==> src/rtl/zbpa_mul.sv <==
// Shared 32x32 unsigned multiplier with registered product.
`timescale 1ns / 1ps
`default_nettype none
module zbpa_mul
(
    input  wire logic        clk,
    input  wire logic [31:0] a,
    input  wire logic [31:0] b,
    output logic      [63:0] p
);

    logic [63:0] p_reg;

    always_ff @(posedge clk)
    begin
        p_reg <= {32'b0, a} * {32'b0, b};
    end

    assign p = p_reg;

endmodule
`default_nettype wire

==> config.mk <==
export PLATFORM = sky130hd
export DESIGN_NAME = zbpa_mul
export DESIGN_NICKNAME = d
export VERILOG_FILES = /design/src/rtl/zbpa_mul.sv
export SDC_FILE = /design/constraint.sdc
export NUM_CORES = 2
export LEC_CHECK = 0
export ABC_AREA = 1
export BUFFER_PORTS_ARGS = -buffer_cell sky130_fd_sc_hd__buf_2
export CORE_UTILIZATION = 50
export DETAILED_ROUTE_END_ITERATION = 10
export GPL_ROUTABILITY_DRIVEN = 1
export PLACE_DENSITY = 0.79
export SYNTH_ARGS = -nofsm -noshare
export SYNTH_HDL_FRONTEND = slang
export SYNTH_SLANG_ARGS = --single-unit
==> constraint.sdc <==
create_clock -name clk -period 6.87 [get_ports clk]
set_clock_uncertainty 0.1 [all_clocks]
set_input_delay 0.687 -clock clk [delete_from_list [all_inputs] [get_ports clk]]
set_output_delay 0.687 -clock clk [all_outputs]
set_load 0.02 [all_outputs]
==> results <==
- Adding up every negative setup slack in the final design gives 0 ps.
- The net count reported at finish is 6502.
- The average detailed-routed wire length per instance is 16.1 µm.
- fa_1 takes more of the synthesized area than any other cell.
- The top flip-flop cell by instance count after synthesis is dfxtp_1.
- Compared with the post-synthesis result, the final layout area differs by 12.3%.
- The flip-flop count of the largest register, all copies and words added is 64.
- At the worst endpoint, the required time is between 7000 and 8000 ps.
- The most common cell in the synthesized netlist is inv_1.
- The root buffer cell chosen for the clock tree is clkbuf_16.
- In the post-synthesis netlist, the biggest area contributors are fa_1, inv_1, nand2_1, ha_1, dfxtp_1.
- The number of hold violations in the final report is 0.
- Setup violations remaining at the end of the flow were counted as 0.
- On the critical path the largest part of the delay comes from adder cells.
- The clock tree synthesis step divided the H-tree into 3 levels.
- The post-layout minimum cycle time is 6720 ps.
- Averaged over all synthesized cells, the footprint is 7.45 µm².
- In the routed design, unresolved DRC markers number 0.
- The worst hold path belongs to the class input port to flop.
- Dividing the detail-routed via count by the number of cells gives between 4 and 5.
- At the worst endpoint, the arrival time is 6850 ps.
- In this design, the stage delay of the slowest critical-path cell is 640 ps.
- The fraction of the yosys area taken by sequential cells is 3.43%.
- The first-pass GRT wire length is 166000 µm.
- The worst-path cell with the longest stage delay is fa_2.
- Hold repair after CTS inserted 0 buffers.
- Measured on the finished design, the core utilization comes to 57.2%.
- The distinct cell type count after synthesis is 23.
- The reported max-cap violation count is 0.
- Once detail routing completed, the nets flagged for antenna violations numbered 0.
- For this design, the sink count on the clock tree is 64.
- The port buffer count is 128.
- The region available for standard cell placement spans 73500 µm².
- The number of global-route vias before repair is 32500.
- Setup repair after global routing could not meet its margin everywhere.
- The initialized floorplan defines 99 standard-cell rows.
- The highest achievable clock rate is 149 MHz.
- The synthesized netlist occupies a cell area of 37400 µm².
- The top cell type by area accounts for 48.0% of the synthesized area.
- For this run, the detailed router's first-pass iteration total came to 6.
- Of all flip-flops after synthesis, the portion carrying an async set or reset was 0%.
- Wires add up to 101000 µm.
- The number of top-level design ports is 129.
- The die is 276 µm wide.
- Headroom to the max-slew limit came out at 67.4%.
- The TritonCTS buffer count is 9.
- The placed wire-length estimate after detailed placement is 89900 µm.
- The number of warning messages in the yosys log is 0.
- The global placement routability congestion is 0.947.
- The post-route clock period utilization is 97.8%.
- The buffer and inverter count on the worst path is 7.
- Setup slack on the critical path of the routed design comes to about 150 ps.
- The type of destination of the critical path is a flop.
- Counting flops and latches in the post-synthesis netlist gives 64.
- After the first detailed-routing iteration, the DRC count stood at 2765.
- The commonest cells after synthesis are inv_1, nand2_1, fa_1.
- The synthesized netlist net count is roughly 6200.
- After clock tree synthesis, the clock-pin slew on the worst setup and hold paths is 70 ps.
- The count of vias placed by the detailed router is just over 30000.
- Synthesis handed over a netlist of between 5000 and 6000 instances.
- In the final layout, the share of cells above drive strength 1 is 11.1%.
- TritonCTS built the clock tree.
- The final global-route overflow total is 0.
- The floorplan step set the die height to 276 µm.
- The total routing resource utilization after global routing is 27.8%.
- The effective utilization at floorplan is 50.9%.
- The run finished with clean final reports.
- The final number of max-transition violations is 0.
- The number of antenna violations at the first check in global routing came to 4.
- Hold timing on the final database bottoms out at a slack of 690 ps.
- In this run, synthesis inferred 0 flip-flops with an integrated enable.
- The maximum number of pins on one net before global-route repair is 23.
- Before CTS, the worst setup slack after placement is -409 ps.
- The critical setup path kind is input port to flop.
- The worst-path maximum fanout is 18.
- The worst setup path is launched from an input port.
- At the pin with the least slew margin, the transition time is 489 ps.
- The die covers around 76000 µm².
- The clock passes through at most 2 buffers.
[timing repair]
action / in CTS / in global routing
resized for setup: 3 / 153
gates cloned: 0 / 0
endpoints found under the setup margin: 1 / 45
buffers inserted: 0 / 1
pin swaps: 0 / 16
[tightest hold or removal path, cell delays in order]
cell     delay, ps
buf_2          240
nand2_1        120
inv_1           40
[cells by family after synthesis]
kind of cell | Yosys count | synth area share [%]
AO/OA/AOI/OAI | 57 | 0.853
XOR/XNOR | 35 | 0.820
AND/OR/NAND/NOR | 1781 | 18.8
buffers and inverters | 1927 | 19.3
flip-flops | 64 | 3.43
adder cells (fa/ha/maj) | 1159 | 56.8
[layout make-up]
type / count / area (µm²)
Inverter: 1735 / 6510
Sequential cell: 64 / 1280
Clock buffer: 12 / 256
Multi-Input combinational cell: 3032 / 29300
Fill cell: 6461 / 31500
Tap cell: 959 / 1200
Antenna cell: 2 / 5.00
Clock inverter: 4 / 28.8
Timing Repair Buffer: 436 / 3410
[per-stage QoR]
stage                     instance area (µm²)  cells
final                                   42000   6244
after global routing                    42000   6243
after CTS                               41400   6241
after detailed placement                41100   6225
after global placement                  41100   6225
after floorplan                         37400   5023
[layer usage]
layer  global-route usage (%)  vias to the layer above  share of wire, %
met5                        0                        -             0.025
li1                         -                    14100                 -
met3                     3.70                      221               7.6
met1                     36.4                    15200                39
met2                     47.9                     1290                50
met4                     8.29                        4               3.2
[layout by cell type (no fill, tap or decap), types with 5 or more instances in the layout]
cell,n
nor2_2,28
buf_4,283
nand2_2,22
fa_2,11
ha_1,239
nor3_2,5
nand4_1,16
a21oi_1,34
clkbuf_16,9
ha_2,6
inv_1,1721
nand2_1,1558
ha_4,18
buf_2,93
o21bai_1,10
buf_6,15
fa_1,885
xor2_1,33
nor3_1,11
nor2_4,11
dfxtp_1,64
clkbuf_4,20
nand3_1,56
buf_12,25
nand3_2,9
nor2_1,62
inv_2,14
a21oi_2,9
[worst paths after layout]
kind              startpoint    end  slack (ps)  cells after the start
setup / recovery       a[22]  p[52]         150                     25
hold / removal          b[0]   p[0]         690                      3
Power is left out: the tool's default activity adds up to more than one toggle a clock period on the data nets, which glitch-free logic cannot reach.
