--- config.mk ---
export PLATFORM = sky130hd
export DESIGN_NAME = zbpa_div
export DESIGN_NICKNAME = d
export VERILOG_FILES = /design/src/rtl/zbpa_pkg.sv /design/src/rtl/zbpa_div.sv
export SDC_FILE = /design/constraint.sdc
export NUM_CORES = 1
export LEC_CHECK = 0
export BUFFER_PORTS_ARGS = -buffer_cell sky130_fd_sc_hd__buf_2
export CAP_MARGIN = 10
export CORE_ASPECT_RATIO = 2
export CORE_MARGIN = 1
export CORE_UTILIZATION = 30
export DETAILED_ROUTE_END_ITERATION = 8
export GPL_TIMING_DRIVEN = 0
export SYNTH_ARGS = -nofsm -noshare
export SYNTH_HDL_FRONTEND = slang
export SYNTH_SLANG_ARGS = --single-unit
export TNS_END_PERCENT = 20
--- constraint.sdc ---
create_clock -name clk -period 5.57 [get_ports clk]
set_input_delay 0.2785 -clock clk [delete_from_list [all_inputs] [get_ports clk]]
set_output_delay 0.2785 -clock clk [all_outputs]
set_load 0.01 [all_outputs]
--- src/rtl/zbpa_pkg.sv ---
// Shared types, codes and helper functions for the zone box property averager.
`timescale 1ns / 1ps
`default_nettype none
package zbpa_pkg;

    typedef enum logic [1:0] {
        OP_SAMPLE   = 2'd0,
        OP_STEP     = 2'd1,
        OP_STEP_OUT = 2'd2,
        OP_LOAD     = 2'd3
    } opcode_t;

    localparam logic [1:0] REG_BOX_COUNT = 2'd0;
    localparam logic [1:0] REG_ID_MASK   = 2'd1;
    localparam logic [1:0] REG_INV_AREA  = 2'd2;
    localparam logic [1:0] REG_CLEAR     = 2'd3;

    // accumulator file slots
    localparam logic [2:0] ACC_MASS   = 3'd0;
    localparam logic [2:0] ACC_MOM_X  = 3'd1;
    localparam logic [2:0] ACC_MOM_Y  = 3'd2;
    localparam logic [2:0] ACC_MOM_Z  = 3'd3;
    localparam logic [2:0] ACC_VEL_X  = 3'd4;
    localparam logic [2:0] ACC_VEL_Y  = 3'd5;
    localparam logic [2:0] ACC_VEL_Z  = 3'd6;
    localparam logic [2:0] ACC_ENERGY = 3'd7;

    localparam logic [47:0] CNT_MAX  = 48'hFFFF_FFFF_FFFF;
    localparam logic [63:0] SUM_MAX  = 64'h7FFF_FFFF_FFFF_FFFF;
    localparam logic [63:0] SUM_MIN  = 64'h8000_0000_0000_0000;
    localparam logic [31:0] STEP_MAX = 32'hFFFF_FFFF;

    typedef struct packed {
        logic        start;
        logic [63:0] dividend;
        logic [31:0] divisor;
    } div_req_t;

    typedef struct packed {
        logic        busy;
        logic        done;
        logic [63:0] quotient;
    } div_rsp_t;

    // accumulator slot feeding each quotient (quotient 0 is the count)
    function automatic logic [2:0] div_src(input logic [3:0] k);
        logic [2:0] s;
        begin
            case (k)
                4'd1:    s = ACC_MASS;
                4'd2:    s = ACC_VEL_X;
                4'd3:    s = ACC_VEL_Y;
                4'd4:    s = ACC_VEL_Z;
                4'd5:    s = ACC_ENERGY;
                4'd6:    s = ACC_MOM_X;
                4'd7:    s = ACC_MOM_Y;
                4'd8:    s = ACC_MOM_Z;
                default: s = ACC_MASS;
            endcase
            return s;
        end
    endfunction

    // combine the two 64-bit partial products of a Q16.16 scale, saturate
    function automatic logic [63:0] scale_join(input logic [63:0] lo, input logic [63:0] hi);
        logic [63:0] r;
        begin
            r = {hi[47:0], 16'b0} + {16'b0, lo[63:16]};
            if (hi[63:47] != 17'b0 || r[63])
                r = SUM_MAX;
            return r;
        end
    endfunction

endpackage
`default_nettype wire

--- src/rtl/zbpa_div.sv ---
// Restoring divider, 64-bit dividend by 32-bit divisor, one quotient bit per cycle.
`timescale 1ns / 1ps
`default_nettype none
module zbpa_div
    import zbpa_pkg::*;
(
    input  wire logic     clk,
    input  wire logic     rst_n,
    input  wire div_req_t req,
    output div_rsp_t      rsp
);

    logic [63:0] q_reg;
    logic [31:0] rem_reg;
    logic [31:0] dsr_reg;
    logic [6:0]  cnt_reg;
    logic        busy_reg;
    logic        done_reg;
    logic [32:0] trial;
    logic        ge;

    assign trial = {rem_reg, q_reg[63]};
    assign ge    = trial >= {1'b0, dsr_reg};

    always_ff @(posedge clk or negedge rst_n)
    begin
        if (!rst_n)
        begin
            busy_reg <= 1'b0;
            done_reg <= 1'b0;
            cnt_reg  <= 7'd0;
            q_reg    <= 64'd0;
            rem_reg  <= 32'd0;
            dsr_reg  <= 32'd0;
        end
        else
        begin
            done_reg <= 1'b0;
            if (req.start)
            begin
                q_reg    <= req.dividend;
                dsr_reg  <= req.divisor;
                rem_reg  <= 32'd0;
                cnt_reg  <= 7'd64;
                busy_reg <= 1'b1;
            end
            else if (busy_reg)
            begin
                rem_reg <= ge ? 32'(trial - {1'b0, dsr_reg}) : trial[31:0];
                q_reg   <= {q_reg[62:0], ge};
                cnt_reg <= cnt_reg - 7'd1;
                if (cnt_reg == 7'd1)
                begin
                    busy_reg <= 1'b0;
                    done_reg <= 1'b1;
                end
            end
        end
    end

    assign rsp.busy     = busy_reg;
    assign rsp.done     = done_reg;
    assign rsp.quotient = q_reg;

endmodule
`default_nettype wire

==> results_dict.tcl <==
set metrics [dict create \
    status "completed" \
    ys_types 60 \
    layout_common_cells "buf_2, dfrtp_1, nand2_1, o21ai_0, mux2i_1" \
    ys_warn_count 0 \
    core_area_sq_um 26200 \
    clockBufferDepth 2 \
    synth_top_area_cell "dfrtp_1" \
    critPathMaxStageDelay_ps 420 \
    max_freq_mhz 310 \
    relSlewSlack_pct 48.0 \
    period_share_pct 57.9 \
    worstPathRequired_ps 5910 \
    grt_setup_unrepaired "no" \
    cts_root_buf "clkbuf_16" \
    ir_worst_vdd_v 0.000230 \
    path_delay_family "compound AO/OA/AOI/OAI gates" \
    total_power_w 0.00311 \
    largest_reg_flops 64 \
    path_buf_inv 2 \
    grt_pass1_vias 7503 \
    endpoint_kind "flop" \
    start_util_pct 30.5 \
    p_per_area_nw_per_um2 314 \
    synth_top_flop_cell "dfrtp_1" \
    synth_edf_count 0 \
    r2r_end "rem_reg[18]" \
    clk_pin_slew_worst_paths_ps 70 \
    rows 84 \
    final_max_slew_viol_count 0 \
    max_cap_violations 0 \
    cts_sinks 137 \
    timing.rr.start "rem_reg[17]" \
    async_flop_share_pct 100 \
    hpwlAfterDp_mm 19.0 \
    finalClockSkew_ps 10.8 \
    antenna_found_initial 1 \
    vias 7143 \
    tns_ps 0 \
    vias_per_cell 5.07 \
    cp.arrival_ps 3560 \
    leakagePower_nw 5.07 \
    worst_pin_slew_ps 780 \
    ioPinCount 165 \
    place.gp.congestion 0.947 \
    overflow 0 \
    cts_tree "yes" \
    htreeDepth 4 \
    crit_path_cell_trace "ha_1 > a21oi_1 > o21ai_1 > a2111oi_0 > a21oi_1 > or3_4 > o21ai_4 > buf_6 > buf_6 > nand4_1 > o311ai_1" \
    cp_num_cells 11 \
    syn-instance-count 866 \
    critPathKind "reg2reg" \
    critPathLaunchType "flop" \
    cts-buffers-inserted 17 \
    min_path_type "in2reg" \
    area_growth_pct 24.1 \
    grt_pass1_wl_mm 38.4 \
    crit_path_end "rem_reg[18]" \
    die_w_um 117 \
    routed_wl_mm 24.4 \
    reg2reg_slack_ps 2350 \
    place_ws_ps 2400 \
    yosysSeqAreaShare_pct 43.0 \
    grt_usage_pct 18.2 \
    slowest_stage "ha_1" \
    mostFrequentLayoutCell "buf_2" \
    synthTopCellsByArea "dfrtp_1, mux2i_1, o21ai_0, nand2_1, ha_1" \
    drive_above_1_share_pct 20.5 \
    routed_wire_length_per_instance_um 17.3 \
    synthesis.nets 1000 \
    synth-seq-cells 137 \
    syn_avg_cell_area_sq_um 9.21 \
    die_area_sq_um 27300 \
    drt_iter0_drc 294 \
    synth_top_area_share_pct 43.0 \
    nets 1184 \
    instances_no_fill 1408 \
    crit_start "rem_reg[17]" \
    portBuffers 163 \
    hold_viol 0 \
    ant_nets 0 \
    firstDrtPassIters 4 \
    clock_latency_ps 440 \
    worst_slack_ps 2350 \
    synthesis.area_sq_um 7980 \
    worst-r2r-cell-count 11 \
    fp.dieH_um 233 \
    path_max_fanout 10 \
    cts_resized 0 \
    drc 0 \
    setup_viol 0 \
    min_period_ps 3220 \
    dp_cells 1374 \
    grt_max_degree 87 \
]
layout make-up:
type                    instances  area [sq um]
clock inverters                11           158
fillers                      2737         16300
plain buffers                  56           260
inverters                      40           150
diodes                          1          2.50
clock buffers                  21           470
repair buffers                165           860
multi-input cells             633          4140
flip-flops and latches        137          3430
well taps                     344           430
kinds of logic after synthesis:
logic type | synth area share [%]
adder cells (fa/ha/maj) | 5.58
XOR/XNOR | 3.40
flip-flops | 43.0
AO/OA/AOI/OAI | 18.5
buffers and inverters | 5.14
AND/OR/NAND/NOR | 14.0
multiplexers | 10.5
routing by layer:
layer,global-route usage [%],vias to the layer above,routed length (um)
met4,14.8,0,1690
li1,-,3425,-
met5,0,-,0
met2,35.3,185,13600
met1,16.5,3456,8330
met3,2.89,77,746
worst min path at each step:
stage	endpoint	startpoint	slack, ps	cells past startpoint
CTS	q_reg[5]	req[37]	30	3
finish	q_reg[0]	req[32]	40	2
global route	q_reg[53]	req[85]	40	3
global placement	q_reg[0]	req[32]	490	2
floorplan	busy_reg	rst_n	-20	0
detailed placement	dsr_reg[14]	rst_n	260	1
worst register-to-register path, delay by kind of cell, from the launching register on:
family                   cells  cell delay (ps)
flip-flops                   1              400
adder cells (fa/ha/maj)      1              420
AO/OA/AOI/OAI                6             1340
buffers and inverters        2              360
AND/OR/NAND/NOR              2              600
what timing repair did:
action                                 CTS  global route
buffers inserted                         0             0
hold buffers                             1             0
endpoints found under the hold margin   51             0
where the power goes:
part,internal [W],switching (W),leakage [nW]
Sequential,0.00110,0.0000776,1.72
Clock,0.000748,0.000475,0.302
Combinational,0.000295,0.000413,3.04
stage by stage:
stage	hold WS, ps	utilization, %	area (sq um)
floorplan	-17.1	-	7980
global route	43.3	37.8	9900
global placement	485	35.3	9230
CTS	29.2	37.8	9900
finish	42.9	37.8	9900
detailed placement	260	35.4	9260
cells in the mapped netlist (all sizes together), types with 6 or more instances:
library cell,instances
dfrtp,137
nand2,129
o21ai,117
mux2i,80
nor2,43
inv,39
clkbuf,38
ha,34
a21oi,32
a211oi,22
buf,18
xnor2,17
xor2,14
a21o,12
and3,10
nand3,10
nor2b,9
nor3,8
o21bai,8
a31oi,7
nand4,7
nor3b,7
o31ai,6
(Power assumes the default switching activity.)
